[config.mk]
export PLATFORM = sky130hd
export DESIGN_NAME = rau_ctrl
export DESIGN_NICKNAME = d
export VERILOG_FILES = /design/src/hdl/rau_pkg.sv /design/src/hdl/rau_ctrl.sv
export SDC_FILE = /design/constraint.sdc
export NUM_CORES = 1
export LEC_CHECK = 0
export ABC_AREA = 1
export ABC_CLOCK_PERIOD_IN_PS = 1300
export BUFFER_PORTS_ARGS = -buffer_cell sky130_fd_sc_hd__buf_2
export CORE_MARGIN = 3
export CORE_UTILIZATION = 50
export CTS_BUF_LIST = sky130_fd_sc_hd__clkbuf_4 sky130_fd_sc_hd__clkbuf_8
export DETAILED_ROUTE_END_ITERATION = 10
export PLACE_DENSITY = 0.76
export REMOVE_ABC_BUFFERS = 1
export SLEW_MARGIN = 20
export SYNTH_ARGS = -nofsm -noshare
export SYNTH_HDL_FRONTEND = slang
export SYNTH_SLANG_ARGS = --single-unit
[constraint.sdc]
create_clock -name aclk -period 1.3 [get_ports aclk]
set_input_delay 0 -clock aclk [delete_from_list [all_inputs] [get_ports aclk]]
set_output_delay 0 -clock aclk [all_outputs]
set_load 0.01 [all_outputs]
[src/hdl/rau_pkg.sv]
// rau_pkg: shared types, codes and constants of the rational arithmetic unit.
// No dependencies.
`default_nettype none
package rau_pkg;

    localparam int WIDTH_DEFAULT = 32;
    localparam int DW            = 64;

    localparam logic [2:0] FN_ADD = 3'd0;
    localparam logic [2:0] FN_SUB = 3'd1;
    localparam logic [2:0] FN_MUL = 3'd2;
    localparam logic [2:0] FN_DIV = 3'd3;
    localparam logic [2:0] FN_LT  = 3'd4;
    localparam logic [2:0] FN_EQ  = 3'd5;

    typedef enum logic [1:0] {
        ST_OK       = 2'd0,
        ST_ZERO_DEN = 2'd1,
        ST_DIV_ZERO = 2'd2,
        ST_OVERFLOW = 2'd3
    } status_t;

    typedef enum logic [1:0] {
        PH_A = 2'd0,
        PH_B = 2'd1,
        PH_R = 2'd2
    } phase_t;

    typedef enum logic [3:0] {
        CMD_NONE,
        CMD_CAPTURE,
        CMD_SET_ZDEN,
        CMD_SET_DIVZ,
        CMD_SET_OVF,
        CMD_LOAD,
        CMD_GCD_START,
        CMD_DIVN_START,
        CMD_DIVD_START,
        CMD_TAKE_DEN,
        CMD_STORE,
        CMD_MUL0,
        CMD_MUL1,
        CMD_MUL2,
        CMD_COMB,
        CMD_CMP
    } cmd_op_t;

    typedef struct packed {
        cmd_op_t op;
        phase_t  phase;
    } cmd_t;

    typedef struct packed {
        logic       gcd_done;
        logic       div_done;
        logic       x_zero;
        logic       fit_fail;
        logic       zero_den;
        logic [2:0] func;
    } dp_status_t;

endpackage
`default_nettype wire

[src/hdl/rau_ctrl.sv]
// rau_ctrl: sequencing state machine; issues datapath commands, owns the handshakes.
// Depends on rau_pkg.
`default_nettype none
module rau_ctrl (
    input  wire logic                aclk,
    input  wire logic                aresetn,
    input  wire logic                in_valid,
    output logic                     in_ready,
    output logic                     out_valid,
    input  wire logic                out_ready,
    input  wire rau_pkg::dp_status_t stat,
    output rau_pkg::cmd_t            cmd
);
    import rau_pkg::*;

    typedef enum logic [12:0] {
        S_IDLE = 13'b0000000000001,
        S_CHK  = 13'b0000000000010,
        S_LOAD = 13'b0000000000100,
        S_ZCHK = 13'b0000000001000,
        S_GCD  = 13'b0000000010000,
        S_DIVN = 13'b0000000100000,
        S_DIVD = 13'b0000001000000,
        S_FIT  = 13'b0000010000000,
        S_MUL0 = 13'b0000100000000,
        S_MUL1 = 13'b0001000000000,
        S_MUL2 = 13'b0010000000000,
        S_COMB = 13'b0100000000000,
        S_OUT  = 13'b1000000000000
    } state_t;

    state_t state_reg, state_next;
    phase_t phase_reg, phase_next;

    always_ff @(posedge aclk) begin
        if (!aresetn) begin
            state_reg <= S_IDLE;
            phase_reg <= PH_A;
        end else begin
            state_reg <= state_next;
            phase_reg <= phase_next;
        end
    end

    always_comb begin
        state_next = state_reg;
        phase_next = phase_reg;
        cmd.op     = CMD_NONE;
        cmd.phase  = phase_reg;
        unique case (state_reg)
            S_IDLE: begin
                if (in_valid) begin
                    cmd.op     = CMD_CAPTURE;
                    state_next = S_CHK;
                end
            end
            S_CHK: begin
                if (stat.func > FN_EQ) begin
                    state_next = S_OUT;
                end else if (stat.zero_den) begin
                    cmd.op     = CMD_SET_ZDEN;
                    state_next = S_OUT;
                end else begin
                    phase_next = PH_A;
                    state_next = S_LOAD;
                end
            end
            S_LOAD: begin
                cmd.op     = CMD_LOAD;
                state_next = S_ZCHK;
            end
            S_ZCHK: begin
                if (stat.x_zero) begin
                    state_next = S_FIT;
                end else begin
                    cmd.op     = CMD_GCD_START;
                    state_next = S_GCD;
                end
            end
            S_GCD: begin
                if (stat.gcd_done) begin
                    cmd.op     = CMD_DIVN_START;
                    state_next = S_DIVN;
                end
            end
            S_DIVN: begin
                if (stat.div_done) begin
                    cmd.op     = CMD_DIVD_START;
                    state_next = S_DIVD;
                end
            end
            S_DIVD: begin
                if (stat.div_done) begin
                    cmd.op     = CMD_TAKE_DEN;
                    state_next = S_FIT;
                end
            end
            S_FIT: begin
                if (stat.fit_fail) begin
                    cmd.op     = CMD_SET_OVF;
                    state_next = S_OUT;
                end else begin
                    unique case (phase_reg)
                        PH_A: begin
                            cmd.op     = CMD_STORE;
                            phase_next = PH_B;
                            state_next = S_LOAD;
                        end
                        PH_B: begin
                            if (stat.func == FN_DIV && stat.x_zero) begin
                                cmd.op     = CMD_SET_DIVZ;
                                state_next = S_OUT;
                            end else begin
                                cmd.op     = CMD_STORE;
                                state_next = S_MUL0;
                            end
                        end
                        default: begin
                            cmd.op     = CMD_STORE;
                            state_next = S_OUT;
                        end
                    endcase
                end
            end
            S_MUL0: begin
                cmd.op     = CMD_MUL0;
                state_next = S_MUL1;
            end
            S_MUL1: begin
                cmd.op     = CMD_MUL1;
                state_next = S_MUL2;
            end
            S_MUL2: begin
                cmd.op     = CMD_MUL2;
                state_next = S_COMB;
            end
            S_COMB: begin
                if (stat.func >= FN_LT) begin
                    cmd.op     = CMD_CMP;
                    state_next = S_OUT;
                end else begin
                    cmd.op     = CMD_COMB;
                    phase_next = PH_R;
                    state_next = S_LOAD;
                end
            end
            S_OUT: begin
                if (out_ready) begin
                    state_next = S_IDLE;
                end
            end
            default: state_next = S_IDLE;
        endcase
    end

    assign in_ready  = (state_reg == S_IDLE);
    assign out_valid = (state_reg == S_OUT);

endmodule
`default_nettype wire

==> metrics.md, run 1 <==
| Metric | Value |
|---|---|
| Synthesized cell area | 1090 um^2 |
| Power per cell area | 1260 nW/um^2 |
| Netlist cell types | 25 |
| Die area | 2780 um^2 |
| Sw Pwr | 1.09 mW |
| Initial antenna violation count | 0 |
| Fin nets | 266 |
| Worst reg2reg endpoint | state_reg[0]$_SDFFE_PN1P_ |
| Die Y | 52.7 um |
| Detailed Route Iter0 Violations | 127 |
| Setup crit start | state_reg[10]$_SDFFE_PN0P_ |
| Status | complete, but fails checks |
| R2R cell count | 13 |
| Clock Power Share | 12.7% |
| Grt ovf | 0 |
| Net Sw Frac | 47.2% |
| Ant. Diodes | 0 |
| Pin count of the biggest net entering global routing | 9 |
| Hold Fails Final Rpt | 0 |
| Drt total wl | 5370 um |
| P&R area growth vs syn | 67.8% |
| Sequential fraction of the synthesis area | 27.5% |
| TritonCTS Sinks | 15 |
| Remaining antenna violation count | 0 |
| Reg2reg setup slack | -0.62 ns |
| Worst VDD drop | 0.913 mV |
| Wire per inst | 19.2 um |
| Buffers on Ports | 19 |
| Max reg flops | 13 |
| Async set-or-reset flop fraction in the synthesized netlist | 0% |
| Synth Flop Type | dfxtp_1 |
| Synth cell count leaders | nand2_1, nor2_1, inv_1 |
| # IOs | 20 |
| Setup CP Type | reg2out |
| Vias in the first global route | 1451 |
| CP startpoint kind | flop |
| # DRC | 0 |
| Crit path capture type | primary output |
| Total CTS buffers | 3 |
| All-Layer GR Usage | 31.2% |
| Gpl congestion | 0.934 |
| Setup Skew | 0.00126 ns |
| Logic gate share of total power | 62.5% |
| Slowest stage delay, CP | 0.36 ns |
| First-pass GRT wire length | 6400 um |
| CP max stage cell | dfxtp_2 |
| Max-cap viol count | 0 |
| Final min period | 1.94 ns |
| CP arrival | 1.94 ns |
| Yosys reg bits | 15 |
| Root Buffer | clkbuf_4 |
| Place WS | -0.248 ns |
| Final setup margin | -0.641 ns |
| Top cell type's share of synthesized area | 27.5% |
| Register share of total power | 24.8% |
| Top Metal Used | met4 |
| Final worst path period share | 149% |
| Fraction of layout cells with a size suffix above 1 | 49.0% |
| Worst r2r src | state_reg[10]$_SDFFE_PN0P_ |
| Tightest Hold Check Type | in2reg |
| Fmax | 0.515 GHz |
| Fin. max-slew vios | 0 |
| Fin area | 1830 um^2 |
| Worst endpoint required time | 1.30 ns |
| Width of the die | 52.7 um |
| Via density | 6.10 |
| Largest fanout on the critical path | 8 |
| Via count | 1708 |
| Post-Syn Instances | 180 |
| CP Cell Sequence | nor2_4 -> nand2_2 -> nor2_4 -> buf_6 -> nand2_8 -> inv_6 -> nand2_4 -> o211ai_1 -> buf_2 |
| Failing checks | setup timing |
| Yosys Warn Count | 0 |
| Core footprint | 2020 um^2 |
| WL met2 | 2550 um |
| Placed instance area | 1470 um^2 |
| Post-synth EDFFs | 0 |
| Setup_tns | -9.48 ns |
| FP Rows | 16 |
| Slew of the pin with the lowest slew margin | 0.359 ns |
| Final HPWL DP | 2650 um |
| Final setup vio count | 20 |
| Clock slew at reported path FFs | 0.09 ns |
| Router iterations before antenna repair | 7 |
| Leakage | 0.991 nW |
| Worst-Skew Late Latency | 0.28 ns |
| Initial Utilization | 54.0% |
| Crit path to | cmd[5] |
| Layout Cells excl Fill | 280 |
| CTS H-tree lvls | 1 |
| Mean post-synth cell area | 6.06 um^2 |
| Layout Utilization | 90.5% |
| Max-slew headroom | 75.9% |
| Metal3 WL | 603 um |
| Internal cell power | 1.22 mW |
| Synth area leader | dfxtp_1 |
| Most Frequent Cell on Critical Path | nor2_4 |
| CTS Buffer Depth | 2 |
| Met1 wire length | 1830 um |
| CTS tree | built |
| RSZ-0062 raised after global routing | true |
| Area contributors post-synth | dfxtp_1, nand2_1, nor2_1, inv_1, nand3_1 |
| Dpl cells | 259 |
logic make-up (layout without fill, tap and decap cells):
group	count (synthesis)	in the layout	synth area share, %
buf+inv	33	106	12.2
simple gates	119	119	53.4
compound gates	13	13	6.88
flops	15	15	27.5
routing by layer:
metal  global-route usage [%]  vias to the layer above
met1                     36.4                      749
met3                     5.98                       55
met5                        0                        -
met4                     11.1                        0
li1                         -                      721
met2                     55.6                      183
cell usage in the layout (no fill, tap or decap), types with 4 or more instances in the layout:
| cell type | count |
|---|---|
| nand3_2 | 7 |
| nor2_4 | 8 |
| buf_4 | 47 |
| inv_1 | 27 |
| nand2_1 | 27 |
| buf_6 | 5 |
| dfxtp_1 | 11 |
| nor2_1 | 33 |
| nand2_2 | 10 |
| dfxtp_2 | 4 |
| a21oi_1 | 5 |
| nand3_1 | 12 |
| clkbuf_4 | 4 |
| nand4_1 | 5 |
| buf_2 | 18 |
timing repair:
item	CTS	global route
resized for setup	23	28
pin swaps	11	7
hold buffers	1	0
setup endpoints to repair	19	19
setup buffers	9	7
hold endpoints to repair	1	0
how the worst min path moves through the flow:
stage            start                         to  slack, ns  cells past startpoint
2_1_floorplan  aresetn  state_reg[0]$_SDFFE_PN1P_       0.07                      1
3_3_place_gp   aresetn  state_reg[0]$_SDFFE_PN1P_       0.28                      2
3_5_place_dp   aresetn  state_reg[0]$_SDFFE_PN1P_       0.28                      2
4_1_cts        stat[4]  state_reg[8]$_SDFFE_PN0P_       0.05                      4
5_1_grt        stat[4]  state_reg[8]$_SDFFE_PN0P_       0.07                      4
6_report       stat[4]  state_reg[8]$_SDFFE_PN0P_       0.07                      4
metrics by stage:
step,hold WS (ns),power [mW]
finish,0.0732,2.31
global route,0.0683,2.39
CTS,0.0465,2.00
detailed placement,0.280,1.64
global placement,0.276,1.60
floorplan,0.0687,1.19
critical path: cells and delay by family (launching register included):
family / cells / cell delay (ns)
AO/OA/AOI/OAI: 1 / 0.21
buffers and inverters: 3 / 0.43
flip-flops: 1 / 0.36
AND/OR/NAND/NOR: 5 / 0.65
area by class of cell:
cell class / instances / area [um^2]
multi-input cells: 132 / 831
repair buffers: 71 / 509
flip-flops and latches: 15 / 305
fillers: 86 / 191
inverters: 31 / 121
well taps: 27 / 33.8
clock buffers: 4 / 30.0
power by group through the flow:
stage,clock network [mW],registers (mW),logic (mW)
final,0.293,0.572,1.44
after global routing,0.310,0.575,1.50
after CTS,0.292,0.568,1.14
after detailed placement,0,0.565,1.07
after global placement,0,0.564,1.03
after floorplan,0,0.565,0.624
No activity file was read; power rests on OpenSTA's default activity.
==> run 2, diff against run 1 <==
--- a/config.mk
+++ b/config.mk
@@ -8,7 +8,8 @@
 export ABC_AREA = 1
 export ABC_CLOCK_PERIOD_IN_PS = 1300
 export BUFFER_PORTS_ARGS = -buffer_cell sky130_fd_sc_hd__buf_2
-export CORE_MARGIN = 3
+export CAP_MARGIN = 20
+export CORE_MARGIN = 1.5
 export CORE_UTILIZATION = 50
 export CTS_BUF_LIST = sky130_fd_sc_hd__clkbuf_4 sky130_fd_sc_hd__clkbuf_8
 export DETAILED_ROUTE_END_ITERATION = 10
==> constraint.sdc (replaced) <==
create_clock -name aclk -period 1.3 [get_ports aclk]
set_input_delay 0 -clock aclk [delete_from_list [all_inputs] [get_ports aclk]]
set_output_delay 0 -clock aclk [all_outputs]
set_load 0.02 [all_outputs]
==> run 2 against run 1 <==
Net effect: the run still ends with setup timing left; first-iteration DRC count increased by 7.9%; die area down 11%; cell area up 5.3%; register-to-register slack better by 0.08 ns; clock-buffer cell count down 1; total power is 10% higher; combinational power rose by 14%; global-route usage rose by 6.0 points; final cell count grew 1.8%; worst setup slack worse by 0.047 ns; critical path type unchanged; critical endpoint is now cmd[4].
==> metrics.md, run 2 (synthesis gave the netlist of run 1 again) <==
| Metric | Value |
|---|---|
| Status | complete, but fails checks |
| Failing checks | setup timing |
| Drt total wl | 5980 um (+11%) |
| Core footprint | 2000 um^2 (-0.99%) |
| Remaining antenna violation count | 0 (unchanged) |
| CTS Buffer Depth | 2 (unchanged) |
| Pin count of the biggest net entering global routing | 10 (+1) |
| Worst Path Buf+Inv | 2 (-1) |
| Fin nets | 270 (+1.5%) |
| RSZ-0062 raised after global routing | true |
| Vias in the first global route | 1541 (+6.2%) |
| Fillers | 40 (-53%) |
| Reg2reg setup slack | -0.54 ns (+0.08 ns) |
| Tightest Hold Check Type | in2reg |
| Buffers on Ports | 19 (unchanged) |
| Worst hold start | stat[5] |
| CP arrival | 1.99 ns (+0.05 ns) |
| Width of the die | 49.7 um (-5.7%) |
| # IOs | 20 (unchanged) |
| Clock slew at reported path FFs | 0.11 ns (+0.02 ns) |
| Max reg flops | 13 (unchanged) |
| CP Cell Sequence | inv_1 -> nand2_1 -> nor2_4 -> nand3_1 -> nand2_1 -> nor2_1 -> o2111ai_1 -> buf_4 |
| All-Layer GR Usage | 37.1% (+6.0 points) |
| Worst reg2reg endpoint | state_reg[0]$_SDFFE_PN1P_ |
| Router iterations before antenna repair | 5 (-2) |
| Most frequent cells in the layout | buf_4, nand2_1, inv_1, nor2_1, nand3_1 |
| Register share of total power | 23.3% (-1.5 points) |
| Root Buffer | clkbuf_4 |
| Final HPWL DP | 2560 um (-3.6%) |
| Max-cap viol count | 0 (unchanged) |
| Internal cell power | 1.32 mW (+8.0%) |
| Fin. max-slew vios | 0 (unchanged) |
| Worst VDD drop | 1.28 mV (+40%) |
| Wire per inst | 21.0 um (+9.4%) |
| Final setup margin | -0.687 ns (-0.0467 ns) |
| CTS H-tree lvls | 1 (unchanged) |
| Detailed Route Iter0 Violations | 137 (+7.9%) |
| Worst Hold Slack | 0.139 ns (+0.0656 ns) |
| Die Y | 49.7 um (-5.7%) |
| Fmax | 0.503 GHz (-2.4%) |
| Place WS | -0.242 ns (+0.00664 ns) |
| Via count | 1799 (+5.3%) |
| Fraction of layout cells with a size suffix above 1 | 54.1% (+5.1 points) |
| TritonCTS Sinks | 15 (unchanged) |
| CP max stage cell | dfxtp_2 |
| Crit path capture type | primary output |
| Setup CP Type | reg2out |
| Initial antenna violation count | 0 (unchanged) |
| Power per cell area | 1320 nW/um^2 (+4.6%) |
| Max-slew headroom | 77.5% (+1.6 points) |
| Net Sw Frac | 48.2% (+1.0 points) |
| Worst r2r src | state_reg[0]$_SDFFE_PN1P_ |
| CTS tree | built |
| Die area | 2470 um^2 (-11%) |
| Setup Skew | 0.00762 ns (+0.00636 ns) |
| P&R area growth vs syn | 76.7% |
| Final worst path period share | 153% (+3.6 points) |
| Worst endpoint required time | 1.30 ns (about the same) |
| Hold endpoint | state_reg[4]$_SDFFE_PN0P_ |
| Worst-Skew Late Latency | 0.31 ns (+0.03 ns) |
| R2R cell count | 12 (-1) |
| Clock Power Share | 12.0% (-0.7 points) |
| Commonest non-fill, non-tap cell in the layout | buf_4 |
| Largest fanout on the critical path | 4 (-4) |
| Logic gate share of total power | 64.7% (+2.2 points) |
| Via density | 6.31 (+3.5%) |
| # DRC | 0 (unchanged) |
| Slowest stage delay, CP | 0.41 ns (+0.05 ns) |
| FP Rows | 16 (unchanged) |
| Leakage | 1.03 nW (+3.5%) |
| Initial Utilization | 54.5% (+0.54 points) |
| Gpl congestion | 0.960 (+2.7%) |
| Hold Fails Final Rpt | 0 (unchanged) |
| Final min period | 1.99 ns (+0.0467 ns) |
| Total CTS buffers | 3 (unchanged) |
| CP startpoint kind | flop |
| FF/Latch Area | 314 um^2 (+2.9%) |
| Sw Pwr | 1.22 mW (+13%) |
| Slew of the pin with the lowest slew margin | 0.338 ns (-0.0211 ns) |
| First-pass GRT wire length | 6930 um (+8.3%) |
| Final setup vio count | 20 (unchanged) |
| Area of the multi-input gates | 857 um^2 (+3.2%) |
| Most Frequent Cell on Critical Path | nand2_1 |
| Grt ovf | 0 (unchanged) |
| Worst hold path depth | 5 (+1) |
| CP delay by family, top | simple AND/OR/NAND/NOR gates |
run 2: changes by cell type in the layout (fill, tap and decap cells not counted), sizes merged:
cell and change:
buf +4, clkinv +1, clkbuf -1, diode +1
run 2: repair_timing:
item                                    in CTS  in global routing
hold endpoints to repair                     1                  0
resized for setup                           41                 37
endpoints found under the setup margin      19                 20
pin swaps                                   10                 11
setup buffers                               11                 14
hold buffers                                 1                  0
run 2: worst max-delay path by stage:
stage	endpoint	slack [ns]	cells past startpoint	start
floorplan	state_reg[0]$_SDFFE_PN1P_	-0.13	10	state_reg[10]$_SDFFE_PN0P_
global placement	state_reg[0]$_SDFFE_PN1P_	-0.21	11	state_reg[2]$_SDFFE_PN0P_
detailed placement	state_reg[0]$_SDFFE_PN1P_	-0.24	10	state_reg[8]$_SDFFE_PN0P_
CTS	cmd[4]	-0.41	8	state_reg[9]$_SDFFE_PN0P_
global route	cmd[5]	-0.68	9	state_reg[7]$_SDFFE_PN0P_
finish	cmd[4]	-0.69	8	state_reg[12]$_SDFFE_PN0P_
run 2: final cells by class:
type / count / share of cell area (%)
Antenna cell: 1 / 0.130
Timing Repair Buffer: 75 / 29.8
Multi-Input combinational cell: 132 / 44.5
Sequential cell: 15 / 16.3
Tap cell: 27 / 1.75
Inverter: 31 / 6.16
Clock buffer: 3 / 1.17
Clock inverter: 1 / 0.260
run 2: worst min-delay path: stages:
cell and delay (ns):
buf_2 0.09, inv_1 0.07, nand3_2 0.10, buf_4 0.11
a21oi_2 0.04
run 2: per-stage QoR:
| step | cells | power [mW] | area, um^2 | utilization (%) | TNS, ns |
|---|---|---|---|---|---|
| 2_1_floorplan | 178 | 1.23 | 1070 | - | -0.832 |
| 3_3_place_gp | 257 | 1.62 | 1450 | 72.5 | -1.96 |
| 3_5_place_dp | 257 | 1.65 | 1450 | 72.5 | -2.86 |
| 4_1_cts | 272 | 2.09 | 1690 | 84.6 | -4.40 |
| 5_1_grt | 284 | 2.63 | 1930 | 96.2 | -8.65 |
| 6_report | 285 | 2.54 | 1930 | 96.3 | -8.06 |
run 2: power by group through the flow:
stage	clock, mW	combinational, mW	sequential (mW)
floorplan	0	0.664	0.567
global placement	0	1.05	0.566
detailed placement	0	1.08	0.569
CTS	0.285	1.23	0.580
global route	0.314	1.72	0.595
finish	0.305	1.64	0.592
run 2: per-layer routing:
| layer | global-route usage (%) | vias up | routed length (um) |
|---|---|---|---|
| met2 | 65.6 | 198 | 2600 |
| met5 | 0 | - | 0 |
| li1 | - | 725 | - |
| met1 | 41.9 | 808 | 2090 |
| met3 | 6.97 | 68 | 743 |
| met4 | 19.4 | 0 | 547 |
==> run 3, diff against run 2 <==
==> constraint.sdc (replaced) <==
create_clock -name aclk -period 1.3 [get_ports aclk]
set_input_delay 0 -clock aclk [delete_from_list [all_inputs] [get_ports aclk]]
set_output_delay 0 -clock aclk [all_outputs]
set_load 0.1 [all_outputs]
==> run 3 against run 2 <==
Net effect: the flow now stops in global routing; synthesized cell count is the same; synthesized area is the same.
==> metrics.md, run 3 <==
| Metric | Value |
|---|---|
| Grt ovf | 3 |
| Yosys reg bits | 15 (unchanged) |
| FP Rows | 16 (unchanged) |
| Synthesized cell area | 1090 um^2 (unchanged) |
| Initial Utilization | 54.5% (unchanged) |
| Error | [ERROR GRT-0232] Routing congestion too high. Check the congestion heatmap in the GUI. |
| Async set-or-reset flop fraction in the synthesized netlist | 0% (unchanged) |
| Post-Syn Instances | 180 (unchanged) |
| Synth Flop Type | dfxtp_1 |
| Yosys Warn Count | 0 (unchanged) |
| Status | stopped before the end |
| Final HPWL DP | 2560 um (+0.19%) |
| TritonCTS Sinks | 15 (unchanged) |
| Area contributors post-synth | dfxtp_1, nand2_1, nor2_1, inv_1, nand3_1 |
| Total CTS buffers | 3 (unchanged) |
| CTS Buffer Depth | 2 (unchanged) |
| Width of the die | 49.7 um (unchanged) |
| All-Layer GR Usage | 57.5% |
| Halt Stage | global routing |
| Mean post-synth cell area | 6.06 um^2 (unchanged) |
| CTS H-tree lvls | 1 (unchanged) |
| Synth area leader | dfxtp_1 |
| Top cell type's share of synthesized area | 27.5% (unchanged) |
| Type of pin the worst path ends at | top-level output |
| Buffers on Ports | 19 (unchanged) |
| Sequential fraction of the synthesis area | 27.5% (unchanged) |
| Die Y | 49.7 um (unchanged) |
| Post-synth EDFFs | 0 (unchanged) |
| Endpoint with the least setup slack after the last repair | cmd[4] |
| Root Buffer | clkbuf_4 |
| Synth cell count leaders | nand2_1, nor2_1, inv_1 |
| Pin count of the biggest net entering global routing | 10 |
| # IOs | 20 (unchanged) |
| Gpl congestion | 0.904 (-5.8%) |
| Netlist cell types | 25 (unchanged) |
## run 3: cell counts after synthesis
Identical to the previous run, type by type.
## run 3: cell families after synthesis
family	after synthesis	share of synthesized area, %
AOI/OAI and AO/OA	13	6.88
buffers and inverters	33	12.2
DFF	15	27.5
and+or+nand+nor	119	53.4
## run 3: stage by stage
stage | util, % | instance area (um^2) | worst slack [ns] | std cells
after floorplan | - | 1070 | -2.17 | 178
after global placement | 76.3 | 1530 | -0.235 | 255
after detailed placement | 76.3 | 1530 | -0.262 | 255
after CTS | 88.4 | 1770 | -0.535 | 271
## run 3: per-layer routing
layer | GRT overflow | track usage, %
met2 | 1 | 80.0
met3 | 0 | 28.5
met4 | 2 | 56.0
met5 | 0 | 2.38
met1 | 0 | 61.4
## run 3: timing repair
action                                 in CTS
endpoints found under the hold margin       1
pin swaps                                  17
resized for setup                          30
setup endpoints to repair                  19
hold buffers                                1
setup buffers                              12
==> run 4, diff against run 3 <==
--- a/config.mk
+++ b/config.mk
@@ -6,14 +6,13 @@
 export NUM_CORES = 1
 export LEC_CHECK = 0
 export ABC_AREA = 1
-export ABC_CLOCK_PERIOD_IN_PS = 1300
+export ABC_CLOCK_PERIOD_IN_PS = 1700
 export BUFFER_PORTS_ARGS = -buffer_cell sky130_fd_sc_hd__buf_2
 export CAP_MARGIN = 20
-export CORE_MARGIN = 1.5
-export CORE_UTILIZATION = 50
-export CTS_BUF_LIST = sky130_fd_sc_hd__clkbuf_4 sky130_fd_sc_hd__clkbuf_8
+export CORE_AREA = 2 2 63 65
 export DETAILED_ROUTE_END_ITERATION = 10
-export PLACE_DENSITY = 0.76
+export DIE_AREA = 0 0 65 67
+export PLACE_DENSITY_LB_ADDON = 0.15
 export REMOVE_ABC_BUFFERS = 1
 export SLEW_MARGIN = 20
 export SYNTH_ARGS = -nofsm -noshare
==> constraint.sdc (replaced) <==
create_clock -name aclk -period 1.7 [get_ports aclk]
set_input_delay 0 -clock aclk [delete_from_list [all_inputs] [get_ports aclk]]
set_output_delay 0 -clock aclk [all_outputs]
set_load 0.1 [all_outputs]
==> run 4 against run 3 <==
Net effect: the flow now finishes, with violations (setup timing).
==> metrics.md, run 4 (synthesis gave the netlist of run 1 again) <==
| Metric | Value |
|---|---|
| Status | complete, but fails checks |
| Failing checks | setup timing |
| Hold Fails Final Rpt | 0 |
| # IOs | 20 (unchanged) |
| Buffers on Ports | 19 (unchanged) |
| Width of the die | 65 um (+31%) |
| Gpl congestion | 0.934 (+3.3%) |
| Internal cell power | 0.965 mW |
| Reg2reg setup slack | 0.12 ns |
| Fin nets | 228 |
| First-pass GRT wire length | 5270 um |
| Vias in the first global route | 1222 |
| Placed instance area | 1320 um^2 (-14%) |
| Most frequent cells in the layout | nor2_1, nand2_1, inv_1 |
| Final min period | 1.77 ns |
| CP startpoint kind | flop |
| Worst-Skew Late Latency | 0.25 ns |
| Pin count of the biggest net entering global routing | 9 |
| Crit path capture type | primary output |
| Total CTS buffers | 3 (unchanged) |
| Detailed Route Iter0 Violations | 41 |
| Die Y | 67 um (+35%) |
| Final HPWL DP | 2340 um (-8.8%) |
| TritonCTS Sinks | 15 (unchanged) |
| CTS H-tree lvls | 1 (unchanged) |
| Worst r2r src | state_reg[8]$_SDFFE_PN0P_ |
| Setup crit start | state_reg[1]$_SDFFE_PN0P_ |
| Worst VDD drop | 0.542 mV |
| Core footprint | 3610 um^2 |
| All-Layer GR Usage | 15.6% |
| # DRC | 0 |
| CP arrival | 1.77 ns |
| Fillers | 393 |
| Hold-fix buffers, CTS | 0 (-1) |
| Fmax | 0.564 GHz |
| Setup_tns | -0.120 ns |
| Setup Skew | 0.000402 ns |
| Max-slew headroom | 67.8% |
| Remaining antenna violation count | 0 |
| Logic gate share of total power | 61.4% |
| Layout Cells excl Fill | 263 |
| Initial Utilization | 30.3% (-24 points) |
| Router iterations before antenna repair | 4 |
| Commonest non-fill, non-tap cell in the layout | nor2_1 |
| Tightest Hold Check Type | in2reg |
| Fin area | 1580 um^2 |
| Overall power | 1.92 mW |
| Largest fanout on the critical path | 7 |
| Dpl cells | 247 (-3.1%) |
| Net Sw Frac | 49.7% |
| Max-cap viol count | 0 |
| Worst reg2reg endpoint | state_reg[0]$_SDFFE_PN1P_ |
| Leakage | 0.812 nW |
| Grt ovf | 0 |
| P&R area growth vs syn | 44.6% |
| Place WS | 0.0468 ns (+0.309 ns) |
| Via count | 1234 |
| FP Rows | 22 (+6) |
| Die area | 4360 um^2 |
| Wire per inst | 11.8 um |
| CTS tree | built |
| Worst hold start | aresetn |
| Clock slew at reported path FFs | 0.06 ns |
| Crit path to | cmd[5] |
| Fin. max-slew vios | 0 |
| Fraction of layout cells with a size suffix above 1 | 35.8% |
| Setup CP Type | reg2out |
| Slew of the pin with the lowest slew margin | 0.486 ns |
| FF/Latch Area | 308 um^2 |
| R2R cell count | 11 |
| Ant. Diodes | 0 |
| Final setup vio count | 3 |
| Power per cell area | 1220 nW/um^2 |
| Drt total wl | 3110 um |
| Root Buffer | clkbuf_8 |
| Final setup margin | -0.0732 ns |
| CTS Buffer Depth | 2 (unchanged) |
| Final worst path period share | 104% |
| Area of the multi-input gates | 749 um^2 |
| Register share of total power | 23.0% |
| Clock Power Share | 15.7% |
| Worst endpoint required time | 1.70 ns |
| Via density | 4.69 |
| Initial antenna violation count | 0 |
| RSZ-0062 raised after global routing | true |
| Max reg flops | 13 |
| Sw Pwr | 0.954 mW |
==> run 4: area by class of cell <==
cell class | instances | area share [%]
clock buffer | 4 | 2.85
tap | 48 | 3.81
sequential | 15 | 19.5
multi-input combinational | 132 | 47.5
timing repair buffer | 33 | 19.0
inverter | 31 | 7.38
==> run 4: power by group through the flow <==
stage | logic [mW] | clock network, mW | registers [mW]
3_3_place_gp | 1.11 | 0 | 0.437
4_1_cts | 1.14 | 0.308 | 0.442
5_1_grt | 1.27 | 0.318 | 0.449
2_1_floorplan | 0.752 | 0 | 0.443
6_report | 1.18 | 0.301 | 0.441
3_5_place_dp | 1.11 | 0 | 0.438
==> run 4: worst min path at each step <==
stage,end,slack [ns],cells past startpoint
floorplan,state_reg[0]$_SDFFE_PN1P_,0.07,1
global route,state_reg[0]$_SDFFE_PN1P_,0.03,2
global placement,state_reg[0]$_SDFFE_PN1P_,0.28,2
finish,state_reg[0]$_SDFFE_PN1P_,0.02,2
CTS,state_reg[0]$_SDFFE_PN1P_,0.03,2
detailed placement,state_reg[0]$_SDFFE_PN1P_,0.28,2
==> run 4: critical path, cell delays in order, from the launching register on <==
cell,delay (ns)
dfxtp_1,0.34
nor2_4,0.16
nand2_4,0.12
nor2_8,0.18
nand3_2,0.14
nand2_1,0.11
nor2_1,0.07
o211ai_1,0.13
clkbuf_16,0.26
==> run 4: repair_timing <==
item / CTS / global route
gates cloned: 0 / 0
gates resized for setup: 19 / 20
setup endpoints to repair: 4 / 10
pin swaps: 6 / 9
setup buffers: 11 / 1
==> run 4: routing by layer <==
metal	up-vias	part of all wire, %	GRT usage (%)
met5	-	0	0
met1	556	45	19.6
li1	641	-	-
met4	0	2.5	6.38
met3	6	3.3	2.53
met2	31	49	26.5
==> run 4: per-stage QoR <==
step / utilization [%] / hold slack, ns
after floorplan: - / 0.0687
after global placement: 36.6 / 0.284
after detailed placement: 36.6 / 0.285
after CTS: 42.1 / 0.0266
after global routing: 43.8 / 0.0342
final: 43.8 / 0.0195
